===== src/hdl/mtep_pkg.sv =====
package mtep_pkg;

    // Field widths fixed by the stream format
    localparam int BYTE_W      = 8;
    localparam int KIND_W      = 2;
    localparam int CHAN_W      = 4;
    localparam int DELTA_W     = 28;
    localparam int NOTE_W      = 8;
    localparam int TOTAL_W     = 32;
    localparam int SKIP_W      = 9;
    localparam int RES_DATA_W  = CHAN_W + DELTA_W + NOTE_W + TOTAL_W + TOTAL_W;
    localparam int TDATA_W     = ((RES_DATA_W + 7) / 8) * 8;

    // Default width of the note-on / note-off counters
    localparam int COUNT_BITS_DEF = 32;

    // Result kinds, carried on tuser
    typedef enum logic [KIND_W-1:0] {
        KIND_NOTE_OFF = 2'd0,
        KIND_NOTE_ON  = 2'd1,
        KIND_END      = 2'd2,
        KIND_ERROR    = 2'd3
    } t_kind;

    // Parser phase
    typedef enum logic [3:0] {
        PH_DELTA     = 4'd0,
        PH_STATUS    = 4'd1,
        PH_NOTE_KEY  = 4'd2,
        PH_NOTE_VEL  = 4'd3,
        PH_SKIP      = 4'd4,
        PH_META_TYPE = 4'd5,
        PH_META_LEN  = 4'd6,
        PH_END_LEN   = 4'd7
    } t_phase;

    // Status nibbles and meta codes
    localparam logic [3:0] ST_NOTE_OFF  = 4'h8;
    localparam logic [3:0] ST_NOTE_ON   = 4'h9;
    localparam logic [3:0] ST_POLY_PRES = 4'hA;
    localparam logic [3:0] ST_CTRL_CHG  = 4'hB;
    localparam logic [3:0] ST_PROG_CHG  = 4'hC;
    localparam logic [3:0] ST_CHAN_PRES = 4'hD;
    localparam logic [3:0] ST_PITCH     = 4'hE;
    localparam logic [7:0] ST_META      = 8'hFF;

    localparam logic [7:0] META_CHAN_PFX = 8'h20;
    localparam logic [7:0] META_EOT      = 8'h2F;
    localparam logic [7:0] META_TEMPO    = 8'h51;
    localparam logic [7:0] META_SMPTE    = 8'h54;
    localparam logic [7:0] META_TIME_SIG = 8'h58;
    localparam logic [7:0] META_KEY_SIG  = 8'h59;

    localparam logic [CHAN_W-1:0] EOT_CHANNEL = 4'hF;

    // One result item
    typedef struct packed {
        logic [TOTAL_W-1:0] note_off_total;
        logic [TOTAL_W-1:0] note_on_total;
        logic [NOTE_W-1:0]  note_number;
        logic [DELTA_W-1:0] delta_time;
        logic [CHAN_W-1:0]  channel;
        t_kind              kind;
    } t_result;

endpackage


===== src/hdl/mtep_parser.sv =====
module mtep_parser
    import mtep_pkg::*;
#(
    parameter int COUNT_BITS = COUNT_BITS_DEF
) (
    input  logic              i_clk,
    input  logic              i_rst_n,
    input  logic              i_byte_valid,
    input  logic [BYTE_W-1:0] i_byte,
    output logic              o_res_valid,
    output t_result           o_res
);

    t_phase                  r_phase, n_phase;
    logic [DELTA_W-1:0]      r_delta, n_delta;
    logic [SKIP_W-1:0]       r_skip, n_skip;
    logic                    r_is_on, n_is_on;
    logic [CHAN_W-1:0]       r_chan, n_chan;
    logic [NOTE_W-1:0]       r_note, n_note;
    logic [COUNT_BITS-1:0]   r_on_cnt, n_on_cnt;
    logic [COUNT_BITS-1:0]   r_off_cnt, n_off_cnt;
    logic [TOTAL_W-1:0]      on_total, off_total;

    logic [3:0]              hi_nib;
    logic [DELTA_W-1:0]      delta_shift;
    logic [SKIP_W-1:0]       skip_dec;
    logic [SKIP_W-1:0]       meta_len;
    logic                    meta_fixed;

    assign hi_nib      = i_byte[7:4];
    assign delta_shift = {r_delta[DELTA_W-8:0], i_byte[6:0]};
    assign skip_dec    = (r_skip != '0) ? r_skip - SKIP_W'(1) : r_skip;

    // Counter view on the result: low bits, or zero-extended when narrow
    generate
        if (COUNT_BITS >= TOTAL_W) begin : g_wide
            assign on_total  = r_on_cnt[TOTAL_W-1:0];
            assign off_total = r_off_cnt[TOTAL_W-1:0];
        end else begin : g_narrow
            assign on_total  = {{(TOTAL_W-COUNT_BITS){1'b0}}, r_on_cnt};
            assign off_total = {{(TOTAL_W-COUNT_BITS){1'b0}}, r_off_cnt};
        end
    endgenerate

    // Fixed skip lengths of the known meta types
    always_comb begin
        meta_fixed = 1'b1;
        meta_len   = '0;
        unique case (i_byte)
            META_CHAN_PFX: meta_len = SKIP_W'(2);
            META_TEMPO:    meta_len = SKIP_W'(4);
            META_SMPTE:    meta_len = SKIP_W'(6);
            META_TIME_SIG: meta_len = SKIP_W'(5);
            META_KEY_SIG:  meta_len = SKIP_W'(3);
            default:       meta_fixed = 1'b0;
        endcase
    end

    // Next phase
    always_comb begin
        n_phase = r_phase;
        if (i_byte_valid) begin
            unique case (r_phase)
                PH_STATUS: begin
                    if (hi_nib == ST_NOTE_OFF || hi_nib == ST_NOTE_ON) begin
                        n_phase = PH_NOTE_KEY;
                    end else if (hi_nib == ST_POLY_PRES || hi_nib == ST_CTRL_CHG ||
                                 hi_nib == ST_PITCH || hi_nib == ST_PROG_CHG ||
                                 hi_nib == ST_CHAN_PRES) begin
                        n_phase = PH_SKIP;
                    end else if (i_byte == ST_META) begin
                        n_phase = PH_META_TYPE;
                    end else begin
                        n_phase = i_byte[7] ? PH_DELTA : PH_STATUS;
                    end
                end
                PH_NOTE_KEY: n_phase = PH_NOTE_VEL;
                PH_NOTE_VEL: n_phase = PH_DELTA;
                PH_SKIP:     n_phase = (skip_dec == '0) ? PH_DELTA : PH_SKIP;
                PH_META_TYPE: begin
                    if (i_byte == META_EOT) begin
                        n_phase = PH_END_LEN;
                    end else if (meta_fixed) begin
                        n_phase = PH_SKIP;
                    end else begin
                        n_phase = PH_META_LEN;
                    end
                end
                PH_META_LEN: n_phase = (i_byte == '0) ? PH_DELTA : PH_SKIP;
                PH_END_LEN:  n_phase = PH_DELTA;
                default:     n_phase = i_byte[7] ? PH_DELTA : PH_STATUS;
            endcase
        end
    end

    // Datapath registers and result
    always_comb begin
        n_delta     = r_delta;
        n_skip      = r_skip;
        n_is_on     = r_is_on;
        n_chan      = r_chan;
        n_note      = r_note;
        n_on_cnt    = r_on_cnt;
        n_off_cnt   = r_off_cnt;
        o_res_valid = 1'b0;
        o_res.kind           = KIND_NOTE_OFF;
        o_res.channel        = r_chan;
        o_res.delta_time     = r_delta;
        o_res.note_number    = '0;
        o_res.note_on_total  = on_total;
        o_res.note_off_total = off_total;
        if (i_byte_valid) begin
            unique case (r_phase)
                PH_STATUS: begin
                    n_chan = i_byte[3:0];
                    if (hi_nib == ST_NOTE_ON) begin
                        n_is_on  = 1'b1;
                        n_on_cnt = r_on_cnt + COUNT_BITS'(1);
                    end else if (hi_nib == ST_NOTE_OFF) begin
                        n_is_on   = 1'b0;
                        n_off_cnt = r_off_cnt + COUNT_BITS'(1);
                    end else if (hi_nib == ST_POLY_PRES || hi_nib == ST_CTRL_CHG ||
                                 hi_nib == ST_PITCH) begin
                        n_skip = SKIP_W'(2);
                    end else if (hi_nib == ST_PROG_CHG || hi_nib == ST_CHAN_PRES) begin
                        n_skip = SKIP_W'(1);
                    end else if (i_byte != ST_META) begin
                        // unknown status: report, then the byte opens a new delta
                        o_res_valid   = 1'b1;
                        o_res.kind    = KIND_ERROR;
                        o_res.channel = i_byte[3:0];
                        n_delta       = {{(DELTA_W-7){1'b0}}, i_byte[6:0]};
                    end
                end
                PH_NOTE_KEY: n_note = i_byte;
                PH_NOTE_VEL: begin
                    o_res_valid       = 1'b1;
                    o_res.kind        = (r_is_on && i_byte != '0) ? KIND_NOTE_ON
                                                                  : KIND_NOTE_OFF;
                    o_res.note_number = r_note;
                    n_delta           = '0;
                end
                PH_SKIP: begin
                    n_skip = skip_dec;
                    if (skip_dec == '0) begin
                        n_delta = '0;
                    end
                end
                PH_META_TYPE: begin
                    if (meta_fixed) begin
                        n_skip = meta_len;
                    end
                end
                PH_META_LEN: begin
                    n_skip = {1'b0, i_byte};
                    if (i_byte == '0) begin
                        n_delta = '0;
                    end
                end
                PH_END_LEN: begin
                    o_res_valid   = 1'b1;
                    o_res.kind    = KIND_END;
                    o_res.channel = EOT_CHANNEL;
                    n_delta       = '0;
                end
                default: n_delta = delta_shift;
            endcase
        end
    end

    // State registers
    always_ff @(posedge i_clk) begin
        if (!i_rst_n) begin
            r_phase   <= PH_DELTA;
            r_delta   <= '0;
            r_skip    <= '0;
            r_is_on   <= 1'b0;
            r_chan    <= '0;
            r_note    <= '0;
            r_on_cnt  <= '0;
            r_off_cnt <= '0;
        end else begin
            r_phase   <= n_phase;
            r_delta   <= n_delta;
            r_skip    <= n_skip;
            r_is_on   <= n_is_on;
            r_chan    <= n_chan;
            r_note    <= n_note;
            r_on_cnt  <= n_on_cnt;
            r_off_cnt <= n_off_cnt;
        end
    end

endmodule


===== src/hdl/midi_track_event_parser_core.sv =====
// MIDI track event parser.
// Input stream (s_axis_*): one byte of a track body per item, in tdata[7:0].
// Output stream (m_axis_*): one item per note off, note on, end of track or
// unknown status byte; the kind travels on tuser, the rest on tdata.
// Each input byte is decoded in the cycle it is accepted; a byte that completes
// an event has its result item registered in the output register, or in the
// skid entry while m_axis stalls. Throughput is one byte per cycle while the
// receiver keeps up; the parser state and counters update once per accepted
// byte. A result register with a one-entry skid stage sits on the output, so
// input keeps flowing while a result waits; s_axis_tready falls only when both
// hold a result, and rises again the cycle after the receiver takes one.
// Reset (synchronous, active low) returns the parser to waiting for a delta
// time byte, clears both event counters and empties the output stages.
module midi_track_event_parser_core
    import mtep_pkg::*;
#(
    parameter int COUNT_BITS = COUNT_BITS_DEF
) (
    input  logic               i_clk,
    input  logic               i_rst_n,
    input  logic               s_axis_tvalid,
    output logic               s_axis_tready,
    input  logic [BYTE_W-1:0]  s_axis_tdata,   // [7:0] data_byte
    output logic               m_axis_tvalid,
    input  logic               m_axis_tready,
    // [3:0] channel, [31:4] delta_time, [39:32] note_number,
    // [71:40] note_on_total, [103:72] note_off_total
    output logic [TDATA_W-1:0] m_axis_tdata,
    output logic [KIND_W-1:0]  m_axis_tuser    // [1:0] kind
);

    logic    in_acc;
    logic    res_valid;
    t_result res;

    t_result r_out, n_out;
    t_result r_skid, n_skid;
    logic    r_out_valid, n_out_valid;
    logic    r_skid_valid, n_skid_valid;
    logic    out_free;

    assign in_acc = s_axis_tvalid && s_axis_tready;

    mtep_parser #(
        .COUNT_BITS (COUNT_BITS)
    ) u_parser (
        .i_clk        (i_clk),
        .i_rst_n      (i_rst_n),
        .i_byte_valid (in_acc),
        .i_byte       (s_axis_tdata),
        .o_res_valid  (res_valid),
        .o_res        (res)
    );

    // Output register plus skid entry
    assign out_free = !r_out_valid || m_axis_tready;

    always_comb begin
        n_out        = r_out;
        n_skid       = r_skid;
        n_out_valid  = r_out_valid;
        n_skid_valid = r_skid_valid;
        if (out_free) begin
            if (r_skid_valid) begin
                n_out        = r_skid;
                n_out_valid  = 1'b1;
                n_skid_valid = 1'b0;
            end else begin
                n_out       = res;
                n_out_valid = in_acc && res_valid;
            end
        end else if (in_acc && res_valid) begin
            n_skid       = res;
            n_skid_valid = 1'b1;
        end
    end

    always_ff @(posedge i_clk) begin
        if (!i_rst_n) begin
            r_out_valid  <= 1'b0;
            r_skid_valid <= 1'b0;
        end else begin
            r_out_valid  <= n_out_valid;
            r_skid_valid <= n_skid_valid;
        end
    end

    always_ff @(posedge i_clk) begin
        r_out  <= n_out;
        r_skid <= n_skid;
    end

    assign s_axis_tready = !r_skid_valid;
    assign m_axis_tvalid = r_out_valid;
    assign m_axis_tuser  = r_out.kind;
    assign m_axis_tdata  = TDATA_W'({r_out.note_off_total, r_out.note_on_total,
                                     r_out.note_number, r_out.delta_time,
                                     r_out.channel});

endmodule


===== config.mk =====
export PLATFORM = sky130hd
export DESIGN_NAME = midi_track_event_parser_core
export DESIGN_NICKNAME = d
export VERILOG_FILES = /design/src/hdl/mtep_pkg.sv /design/src/hdl/mtep_parser.sv /design/src/hdl/midi_track_event_parser_core.sv
export SDC_FILE = /design/constraint.sdc
export NUM_CORES = 1
export LEC_CHECK = 0
export BUFFER_PORTS_ARGS = -buffer_cell sky130_fd_sc_hd__buf_2
export CAP_MARGIN = 20
export CORE_MARGIN = 2
export CORE_UTILIZATION = 60
export DETAILED_ROUTE_END_ITERATION = 7
export GPL_ROUTABILITY_DRIVEN = 0
export PLACE_DENSITY = 0.88
export SLEW_MARGIN = 20
export SYNTH_ARGS = -nofsm -noshare
export SYNTH_HDL_FRONTEND = slang
export SYNTH_SLANG_ARGS = --single-unit
export TNS_END_PERCENT = 20

===== constraint.sdc =====
create_clock -name i_clk -period 37.6 [get_ports i_clk]
set_input_delay 7.52 -clock i_clk [delete_from_list [all_inputs] [get_ports i_clk]]
set_output_delay 7.52 -clock i_clk [all_outputs]
set_load 0.005 [all_outputs]

Yosys cells after proc, flatten, opt, wreduce, memory -nomap -nowiden
Cells that the tools add are included.

storage, ports and cells
  flip-flop bits (word level) = 332
  latch bits = 0
  RAM bits = 0
  bits in read-only memories = 0
  bits of input ports = 12
  output and inout port bits = 108
  word-level logic and storage cells = 138
  memories = 0

cells by class
  $add $sub $neg = 3
  multiply operators = 0
  divide/modulo/power cells = 0
  magnitude comparators = 0
  equality and inequality tests = 31
  shifts and indexed selects = 0
  muxes and demuxes = 48
  bitwise operators = 4
  reduce and logical (&&, ||, !) cells = 30

operators by type and width
  operator                                                count
  2-to-1 mux 28 bit                                       7
  one-hot mux 28 bit (5 select lines)                     1
  2-to-1 mux 106 bit                                      1
  adder 32 x 1 -> 32 bit (second input constant)          2
  2-to-1 mux 9 bit                                        6
  2-to-1 mux 6 bit                                        6
  one-hot mux 9 bit (4 select lines)                      1
  equality test 8 x 7 -> 1 bit (second input constant)    4
  equality test 4 bit (second input constant)             7
  one-hot mux 4 bit (6 select lines)                      1
  equality test 4 x 3 -> 1 bit (second input constant)    4
  equality test 8 x 6 -> 1 bit (second input constant)    2
  2-to-1 mux 4 bit                                        4
  2-to-1 mux 8 bit                                        2
  one-hot mux 3 bit (5 select lines)                      1
  2-to-1 mux 1 bit                                        12
  logical NOT 9 bit                                       1
  AND reduction 9 bit                                     1
  nonzero test 9 bit                                      1
  subtractor 9 x 1 -> 9 bit (second input constant)       1
  equality test 4 x 2 -> 1 bit (second input constant)    2
  equality test 8 bit (second input constant)             1
  logical NOT 8 bit                                       1
  inequality test 2 x 1 -> 1 bit (second input constant)  4
  22 further kinds                                        43

Logic depth before layout (Yosys ltp)
Gate-level depths: netlist (run 1).

  depth after elaboration = 10
  mapped depth = 10
  mapped depth without buffers = 9

By module
Synthesis (run 1) repeated with hierarchy kept, for this count alone.

second synthesis, totals
  cell total of the unflattened synthesis = 988
  area, all modules = 13513.0 um^2

by module, submodules not included
  module                        instances  cells an instance  area each (um^2)  sequential area each (um^2)
  midi_track_event_parser_core  1          339                7806.2            6406.1
  mtep_parser                   1          649                5706.7            2342.2

Least setup slack after synthesis (run 1)
Ideal clock, no wire load.

  path type = input to register
  start point = input port m_axis_tready
  end point = register r_skid[0] (netlist bit) (enable)
  setup time = 0.701 ns
  data arrival time = 17.492 ns
  data required time = 36.899 ns
  slack = 19.407 ns
  stages on the path = 2
  path buffers = 0
  path through = nand2b_1 -> nor3_1

on the way
  longest elaborated chain between the ends = 3

ends and longest elaborated chain
  element                               RTL line                            source
  from (decl)                           midi_track_event_parser_core.sv:25  input logic m_axis_tready,
  logical OR 1 bit                      midi_track_event_parser_core.sv:56  assign out_free = !r_out_valid || m_axis_tready;
  inverter 1 bit (no source line)       -
  AND reduction 2 bit (no source line)  -
  to (signal assigned)                  midi_track_event_parser_core.sv:90  r_skid <= n_skid;
  to (decl)                             midi_track_event_parser_core.sv:37  t_result r_skid, n_skid;

No other way between the ends.
A chain may end at the register's enable or synchronous reset.

Worst setup path after layout (run 1)
  start point = input port s_axis_tdata[7]
  end point = register u_parser.r_on_cnt[11] (netlist: u_parser.on_total[11])

on the way
  longest elaborated chain between the ends = 2

ends and longest elaborated chain
  element                               RTL line                            source
  from (decl)                           midi_track_event_parser_core.sv:23  input logic [BYTE_W-1:0] s_axis_tdata,
  equality test 4 bit                   mtep_parser.sv:116                  if (hi_nib == ST_NOTE_ON) begin
  AND reduction 3 bit (no source line)  -
  to (signal assigned)                  mtep_parser.sv:189                  r_on_cnt <= n_on_cnt;
  to (decl)                             mtep_parser.sv:20                   logic [COUNT_BITS-1:0] r_on_cnt, n_on_cnt;

No other way between the ends.

==> results of run 1 <==
## registers in the layout, indices dropped and copies added, names as in the netlist
name	cells
r_skid	106
u_parser.r_chan	4
u_parser.r_delta	28
u_parser.on_total	32
u_parser.r_is_on	1
u_parser.r_skip	9
m_axis_tvalid	1
m_axis_tdata	104
u_parser.r_phase	3
u_parser.r_note	8
r_skid_valid	1
u_parser.off_total	32
m_axis_tuser	2
## final timing paths
kind	start	endpoint	slack (ns)	depth (start not counted)
max	s_axis_tdata[7]	u_parser.on_total[11]	27.83	8
min	u_parser.r_delta[22]	r_skid[28]	0.46	0
max reg2reg	u_parser.r_phase[1]	u_parser.on_total[18]	34.44	7
min reg2reg	u_parser.r_delta[22]	r_skid[28]	0.46	0
## Yosys cell counts (5+ instances only)
library cell	instances	share of area (%)
sky130_fd_sc_hd__a21o_1	10	0.57
sky130_fd_sc_hd__clkbuf_1	41	1.2
sky130_fd_sc_hd__dfxtp_1	119	18
sky130_fd_sc_hd__nor2_1	81	2.3
sky130_fd_sc_hd__xor2_1	36	2.4
sky130_fd_sc_hd__xnor2_1	11	0.73
sky130_fd_sc_hd__and3_1	9	0.43
sky130_fd_sc_hd__nor4_1	7	0.33
sky130_fd_sc_hd__o21ai_0	43	1.6
sky130_fd_sc_hd__edfxtp_1	212	48
sky130_fd_sc_hd__and4_1	8	0.53
sky130_fd_sc_hd__a22o_1	21	1.4
sky130_fd_sc_hd__nand3_1	33	1.3
sky130_fd_sc_hd__nand2b_1	7	0.33
sky130_fd_sc_hd__o211ai_1	7	0.40
sky130_fd_sc_hd__a31oi_1	5	0.24
sky130_fd_sc_hd__nand4_1	21	1.0
sky130_fd_sc_hd__nand2_1	76	2.2
sky130_fd_sc_hd__mux2i_1	12	0.91
sky130_fd_sc_hd__buf_2	7	0.27
sky130_fd_sc_hd__inv_1	12	0.34
sky130_fd_sc_hd__nor3_1	20	0.76
sky130_fd_sc_hd__and2_1	10	0.47
sky130_fd_sc_hd__a21oi_1	42	1.6
sky130_fd_sc_hd__or3_1	22	1.0
sky130_fd_sc_hd__mux2_2	92	7.8
## area by class of cell
| class | instances | area [um2] |
|---|---|---|
| sequential | 331 | 8752 |
| fill | 1459 | 6701 |
| multi-input combinational | 621 | 4195 |
| clock buffer | 40 | 819.5 |
| timing repair buffer | 126 | 648.1 |
| tap | 280 | 350.3 |
| clock inverter | 18 | 165.2 |
| inverter | 15 | 56.30 |
## critical path: stages
cell and delay (ns):
sky130_fd_sc_hd__buf_2 0.20, sky130_fd_sc_hd__nor3b_1 0.62, sky130_fd_sc_hd__and4_1 0.49, sky130_fd_sc_hd__nand4_1 0.35
sky130_fd_sc_hd__nor2_1 0.54, sky130_fd_sc_hd__nand3_1 0.18, sky130_fd_sc_hd__xor2_1 0.20, sky130_fd_sc_hd__nor2_1 0.06
## metrics by stage
stage / power, mW / instances / worst slack, ns / utilization, % / hold WS (ns)
6_report: 0.7157 / 1431 / 27.83 / 69.10 / 0.4615
3_5_place_dp: 0.4208 / 1373 / 27.55 / 64.56 / 0.4403
3_3_place_gp: 0.4201 / 1373 / 27.61 / 64.56 / 0.4428
2_1_floorplan: 0.4122 / 1018 / 19.41 / - / 0.4271
5_1_grt: 0.7359 / 1431 / 27.66 / 69.10 / 0.4852
4_1_cts: 0.7195 / 1431 / 27.97 / 69.10 / 0.4599
## cells by family (layout without fill, tap and decap cells)
logic type	count (synthesis)	count (layout)
simple gates	310	310
xor+xnor	47	47
flops	331	331
compound gates	157	157
buf+inv	66	199
mux	104	104
fa+ha+maj	3	3
## where the power goes
| part | internal [mW] | total (mW) | switching [mW] |
|---|---|---|---|
| registers | 0.388 | 0.392 | 0.00380 |
| clock network | 0.174 | 0.302 | 0.128 |
| logic | 0.00771 | 0.0212 | 0.0135 |
## per-layer routing
metal,wire (um),vias to the layer above,track usage [%]
met1,11480,4189,31.92
li1,-,4013,-
met4,632,0,7.165
met3,1732,42,3.356
met5,0,-,0
met2,12910,348,36.16
==> metrics list, run 1 <==
- Synth warn: 0
- The first routing iteration left 840 violations.
* Rel. slew slack: 31.53%
- DRC errors left: 0
* Launching element type of the critical path: primary input
- Die area: 23200 um2
- After routing the design area is 14990 um2.
- Cell area after technology mapping: 13200 um2
* Pin slew with the least headroom to its limit: 1.027 ns
- CP Capture Type: flop
- Across the routed clock network, the largest skew measured is 0.01231 ns.
* Post-Route Setup TNS: 0 ns
- CTS clk-pin slew, worst paths: 0.06 ns
* Count of hold buffers inserted by post-cts repair: 0
* Total GRT Usage: 22.47%
* Cell row count: 54
- Synthesis produced a netlist with a net count of 1033.
- After detailed routing, the average wire length per cell comes to 18.69 um.
- Total power density per cell area: 47.76 nW/um2
* Synth-to-layout area growth: 13.55%
- Entering global routing, the biggest net connects 81 pins.
* Synth Flop Type: sky130_fd_sc_hd__edfxtp_1
- The routed design could run at a clock period as short as 9.766 ns.
- Number of buffers created by CTS: 31
- Async SR Flop Fraction: 0%
* Share of cell area taken by muxes after synthesis: 8.759%
- After Yosys synthesis, and, or, nand and nor cells account for 11.76% of the synthesized area.
* Number of resized instances in the post-cts repair step: 0
- The run finished with clean final reports.
- VDD sags by at most 39.11 uV.
* Number of flops mapped to enable cells by yosys: 212
- Starting density of the core: 60.86%
- CTS built an H-tree with a depth of 1.
- Distinct cell type count of the synthesized netlist: 62
- Final count of hold timing violations: 0
- Data arrival at the endpoint of the critical path: 10.17 ns
- Final setup fails: 0
- No sink is reached through more buffers than the 3 on the longest clock path.
- Of the cells placed in the final design, the portion with a size suffix greater than 1 is 23.37%.
* Max Cap Violations: 0
- Buffers added to address setup during post-CTS repair amount to 0.
- For this run, the post-layout net count is 1141.
* Global-route wire length before repair: 43150 um
* Most frequent standard cell in the layout excluding fill and tap cells: sky130_fd_sc_hd__edfxtp_1
- After synthesis, the mean cell area works out to 12.97 um2.
- Period utilization: 25.97%
- After detailed placement, the total cell area comes to 14000 um2.
* Later-pin clock latency in the skew report: 0.55 ns
- From left edge to right edge, the die measures 152.3 um.
* Antenna violations before repair: 0
- The synthesized netlist devotes 0.2844% of its cell area to adder and majority cells.
- In this run the tool buffered the top-level ports with 119 buffer cells.
- Seq cells post-synth: 331
- The routed design has 26750 um of wire.
- TritonCTS clock tree: done
* Overall overflow remaining after global route: 0
- Detailed placement HPWL: 16960 um
* Ant. Diodes: 0
* Part of the Yosys area used for sequential elements: 66.28%
* Final Max Tran Viols: 0
* Setup repair after global routing missed its margin: no
- The count of nets left with antenna violations once routing finished came out at 0.
- The synthesized netlist devotes 3.119% of its cell area to XOR and XNOR gates.
* Main combinational cell family by area after synthesis: simple AND/OR/NAND/NOR gates
* Vias in the first global route: 8164
* Reported leakage power: 5.732 nW
* Height of the die: 152.3 um
- Across all layers, the routed design uses 8592 vias.
- For this run, the detailed router's first-pass iteration total came to 5.
* Highest-count cells in the layout ignoring fill and taps: sky130_fd_sc_hd__edfxtp_1, sky130_fd_sc_hd__buf_2, sky130_fd_sc_hd__dfxtp_1
- After floorplanning, the core was sized to cover 21690 um2.
- Fmax: 0.1024 GHz
* Clock tree root buffer cell: sky130_fd_sc_hd__clkbuf_16
- Total I/O pin count: 120
* Startpoint-to-endpoint class of the critical path: in2reg
* Peak fanout along the critical path: 12
- Clock sink total: 331
* Compound-cell area share of the yosys netlist: 7.764%
* Worst Hold Class: reg2reg
- Dividing the detail-routed via count by the number of cells gives 6.004.
- STA puts the critical path data required time at 38.01 ns.
- Instance count of the mapped netlist: 1018
No activity file was read; power rests on OpenSTA's default activity.
==> run 2, diff against run 1 <==
--- a/config.mk
+++ b/config.mk
@@ -8,10 +8,10 @@
 export BUFFER_PORTS_ARGS = -buffer_cell sky130_fd_sc_hd__buf_2
 export CAP_MARGIN = 20
 export CORE_MARGIN = 2
-export CORE_UTILIZATION = 60
+export CORE_UTILIZATION = 59
 export DETAILED_ROUTE_END_ITERATION = 7
 export GPL_ROUTABILITY_DRIVEN = 0
-export PLACE_DENSITY = 0.88
+export PLACE_DENSITY = 0.87
 export SLEW_MARGIN = 20
 export SYNTH_ARGS = -nofsm -noshare
 export SYNTH_HDL_FRONTEND = slang
==> constraint.sdc (replaced) <==
create_clock -name i_clk -period 9.7 [get_ports i_clk]
set_input_delay 1.94 -clock i_clk [delete_from_list [all_inputs] [get_ports i_clk]]
set_output_delay 1.94 -clock i_clk [all_outputs]
set_load 0.005 [all_outputs]
==> run 2 against run 1 <==
Effect of this change:
- the flow now finishes with violations (DRC)
- critical path type unchanged
- global-route usage decreased by 0.27 points
- clock skew increased by 0.0056 ns
- sequential share of layout area fell by 0.25 points
- first-iteration DRC count down 7.1%
- worst setup slack lost 22 ns
- largest cell class unchanged
- highest routed layer unchanged
- critical path depth is the same
- clock-buffer cell count decreased by 2
- flip-flop and latch count did not move
- largest power group unchanged
- via count down 0.56%
- non-clock buffer count is the same
==> metrics list, run 2 (same netlist as run 1, synthesis figures left out) <==
- Final setup fails: 0 (unchanged)
* Hold Worst Slack: 0.4734 ns (+0.01197 ns)
* Final count of hold timing violations: 0 (unchanged)
* TritonCTS clock tree: done
* Die Wd: 153.6 um (+0.82%)
* Failing checks: DRC
- Count of hold buffers inserted by post-cts repair: 0 (unchanged)
- The number of top-level design ports came to 120 (unchanged).
* Detailed placement HPWL: 16760 um (-1.2%)
- The core area came to 21890 um2 (+0.93%).
- Counting flops per register, the top entry is r_skid.
- The number of placement rows is 54 (unchanged).
- The total negative setup slack came to 0 ns (unchanged).
- The share of power burned in the clock network was 43.0% (+0.8 points).
* Drt wl/cell: 18.59 um (-0.58%)
- The critical path in this run is classified as in2reg.
- The worst endpoint data arrival time came to 4.32 ns (-5.85 ns).
* Util after Layout: 68.76% (-0.34 points)
* Sequential share of power: 54.1% (-0.7 points)
* Synth-to-layout area growth: 14.04%
- Highest-count cells in the layout ignoring fill and taps: sky130_fd_sc_hd__edfxtp_1, sky130_fd_sc_hd__buf_2, sky130_fd_sc_hd__dfxtp_1
- Setup repair after global routing missed its margin: no
- Worst R2R Setup Slack: 6.35 ns (-28.09 ns)
* Number of levels in the clock H-tree: 1 (unchanged)
* Pin slew with the least headroom to its limit: 0.9440 ns (-0.08305 ns)
- Later-pin clock latency in the skew report: 0.55 ns (about the same)
- Post-detailed-route via-to-cell ratio: 5.975 (-0.49%)
* DRT antenna net count: 0 (unchanged)
- Min cycle time layout: 4.146 ns
- Height of the die: 153.6 um (+0.82%)
- Number of setup buffers added after CTS: 0 (unchanged)
- The remaining routing DRC violations came to 1 (+1).
- Worst hold path depth: 0 (unchanged)
* Worst Hold Path EP: r_skid[33]
- Critical R2R Launch: u_parser.r_phase[1]
- Derived from the worst setup path, the maximum achievable clock frequency is 0.2412 GHz.
- Largest stage delay on the critical path: 0.71 ns (+0.09 ns)
- Hold wc startpoint: u_parser.r_delta[27]
- The post-route cell area was 15050 um2 (+0.43%).
- Count of placed standard cells in the final layout, fillers left out: 1430 (-0.070%)
- The number of buffers inserted by port buffering was 119 (unchanged).
- The worst setup skew after layout is 0.01788 ns (+0.005572 ns).
- The cell sitting at the root of the clock tree is a sky130_fd_sc_hd__clkbuf_16.
- Post-place instance area: 14010 um2 (about the same)
* Reported leakage power: 5.787 nW (+0.97%)
- Psw: 574.5 uW (+290%)
- The initial antenna violation count is 0 (unchanged).
- Rel. slew slack: 37.07% (+5.5 points)
- Vias in the first global route: 8233 (+0.85%)
- Number of buffers created by CTS: 31 (unchanged)
- The antenna diode count came to 0 (unchanged).
- The pin count of the biggest net entering global routing is 90 (+11%).
- Max VDD drop: 123.2 uV (+220%)
- CTS clk-pin slew, worst paths: 0.06 ns (about the same)
* Cell-internal power: 2.235 mW (+290%)
- Number of placed instances, taps included: 1373 (unchanged)
- Logic depth of the worst register-to-register path: 7 (unchanged)
* Portion of total power attributed to combinational logic: 2.9% (about the same)
- Die area: 23580 um2 (+1.7%)
- The min-delay analysis places its worst path in the category reg2reg.
- Overall overflow remaining after global route: 0 (unchanged)
* Via Count: 8544 (-0.56%)
- The number of violations of the max-capacitance limit came to 0 (unchanged).
- Iteration-0 DRC Markers: 780 (-7.1%)
* Period utilization: 42.75%
* Cell with the largest stage delay on the worst path: sky130_fd_sc_hd__buf_4
* Final wirelength: 26580 um (-0.65%)
* Number of resized instances in the post-cts repair step: 0 (unchanged)
- Most frequent standard cell in the layout excluding fill and tap cells: sky130_fd_sc_hd__edfxtp_1
- Total GRT Usage: 22.20% (-0.27 points)
- STA classifies the critical path endpoint as a flop.
* Peak fanout along the critical path: 57 (+45)
- Endpoint of the worst register-to-register path: u_parser.on_total[18]
- Required time of the worst setup path: 9.87 ns (-28.14 ns)
- Global-route wire length before repair: 43070 um (-0.18%)
- Buffers from clock root to sink, at most: 3 (unchanged)
- Fin nets: 1141 (unchanged)
* Fraction of final layout cells sized beyond drive strength 1: 24.43% (+1.1 points)
- Clock sink total: 331 (unchanged)
- The cell that appears most often on the critical path is sky130_fd_sc_hd__buf_4.
* Max reg flops: 106 (unchanged)
- Pre-antenna DRT Iters: 8 (+3)
* Final Max Tran Viols: 0 (unchanged)
- Outcome: finished, violations left
* Starting density of the core: 60.29% (-0.56 points)
* Worst-path cell chain: buf_2, nand3_1, nand2b_1, a21oi_1, nor2_1, nor3_4, buf_4, buf_4
- The switching power share of the total was 20.45% (+0.094 points).
- Total power density per cell area: 186.6 nW/um2 (+290%)
- STA classifies the critical path startpoint as a primary input.
run 2: how the worst max path moves through the flow:
stage	start	to	depth (start not counted)
floorplan	m_axis_tready	r_skid[0]	2
global placement	s_axis_tdata[4]	r_skid[83]	8
detailed placement	s_axis_tdata[4]	r_skid[34]	8
CTS	s_axis_tdata[4]	r_skid[34]	8
global route	s_axis_tdata[4]	r_skid[34]	8
finish	s_axis_tdata[4]	r_skid[0]	8
run 2: per-layer routing:
metal  global-route usage (%)  vias to the layer above  wire length (um)
met2                    35.72                      331             13050
met1                    31.34                     4147             11100
met5                        0                        -                 0
met4                    6.073                        0               585
met3                    4.256                       57              1846
li1                         -                     4009                 -
run 2: power by group through the flow:
| stage | Combinational (mW) | Sequential [mW] | Clock [mW] |
|---|---|---|---|
| floorplan | 0.0516 | 1.55 | 0 |
| global placement | 0.0785 | 1.55 | 0 |
| detailed placement | 0.0803 | 1.55 | 0 |
| CTS | 0.0810 | 1.52 | 1.22 |
| global route | 0.0896 | 1.52 | 1.28 |
| finish | 0.0815 | 1.52 | 1.21 |
run 2: stage by stage:
| stage | total power [mW] | setup WS [ns] |
|---|---|---|
| 5_1_grt | 2.892 | 5.340 |
| 4_1_cts | 2.822 | 5.591 |
| 3_5_place_dp | 1.631 | 5.032 |
| 2_1_floorplan | 1.597 | 2.223 |
| 3_3_place_gp | 1.628 | 5.120 |
| 6_report | 2.809 | 5.554 |
run 2: cell type report:
class	instances	area, um2
multi-input cells	621	4202
inverters	15	56.30
clock buffers	38	883.3
fillers	1494	6839
well taps	280	350.3
flip-flops and latches	331	8752
repair buffers	126	651.9
clock inverters	19	156.4
run 2: worst max-delay path: cells and delay by family:
| family | cells | cell delay [ns] |
|---|---|---|
| buffers and inverters | 3 | 1.51 |
| and+or+nand+nor | 4 | 0.61 |
| AOI/OAI and AO/OA | 1 | 0.16 |
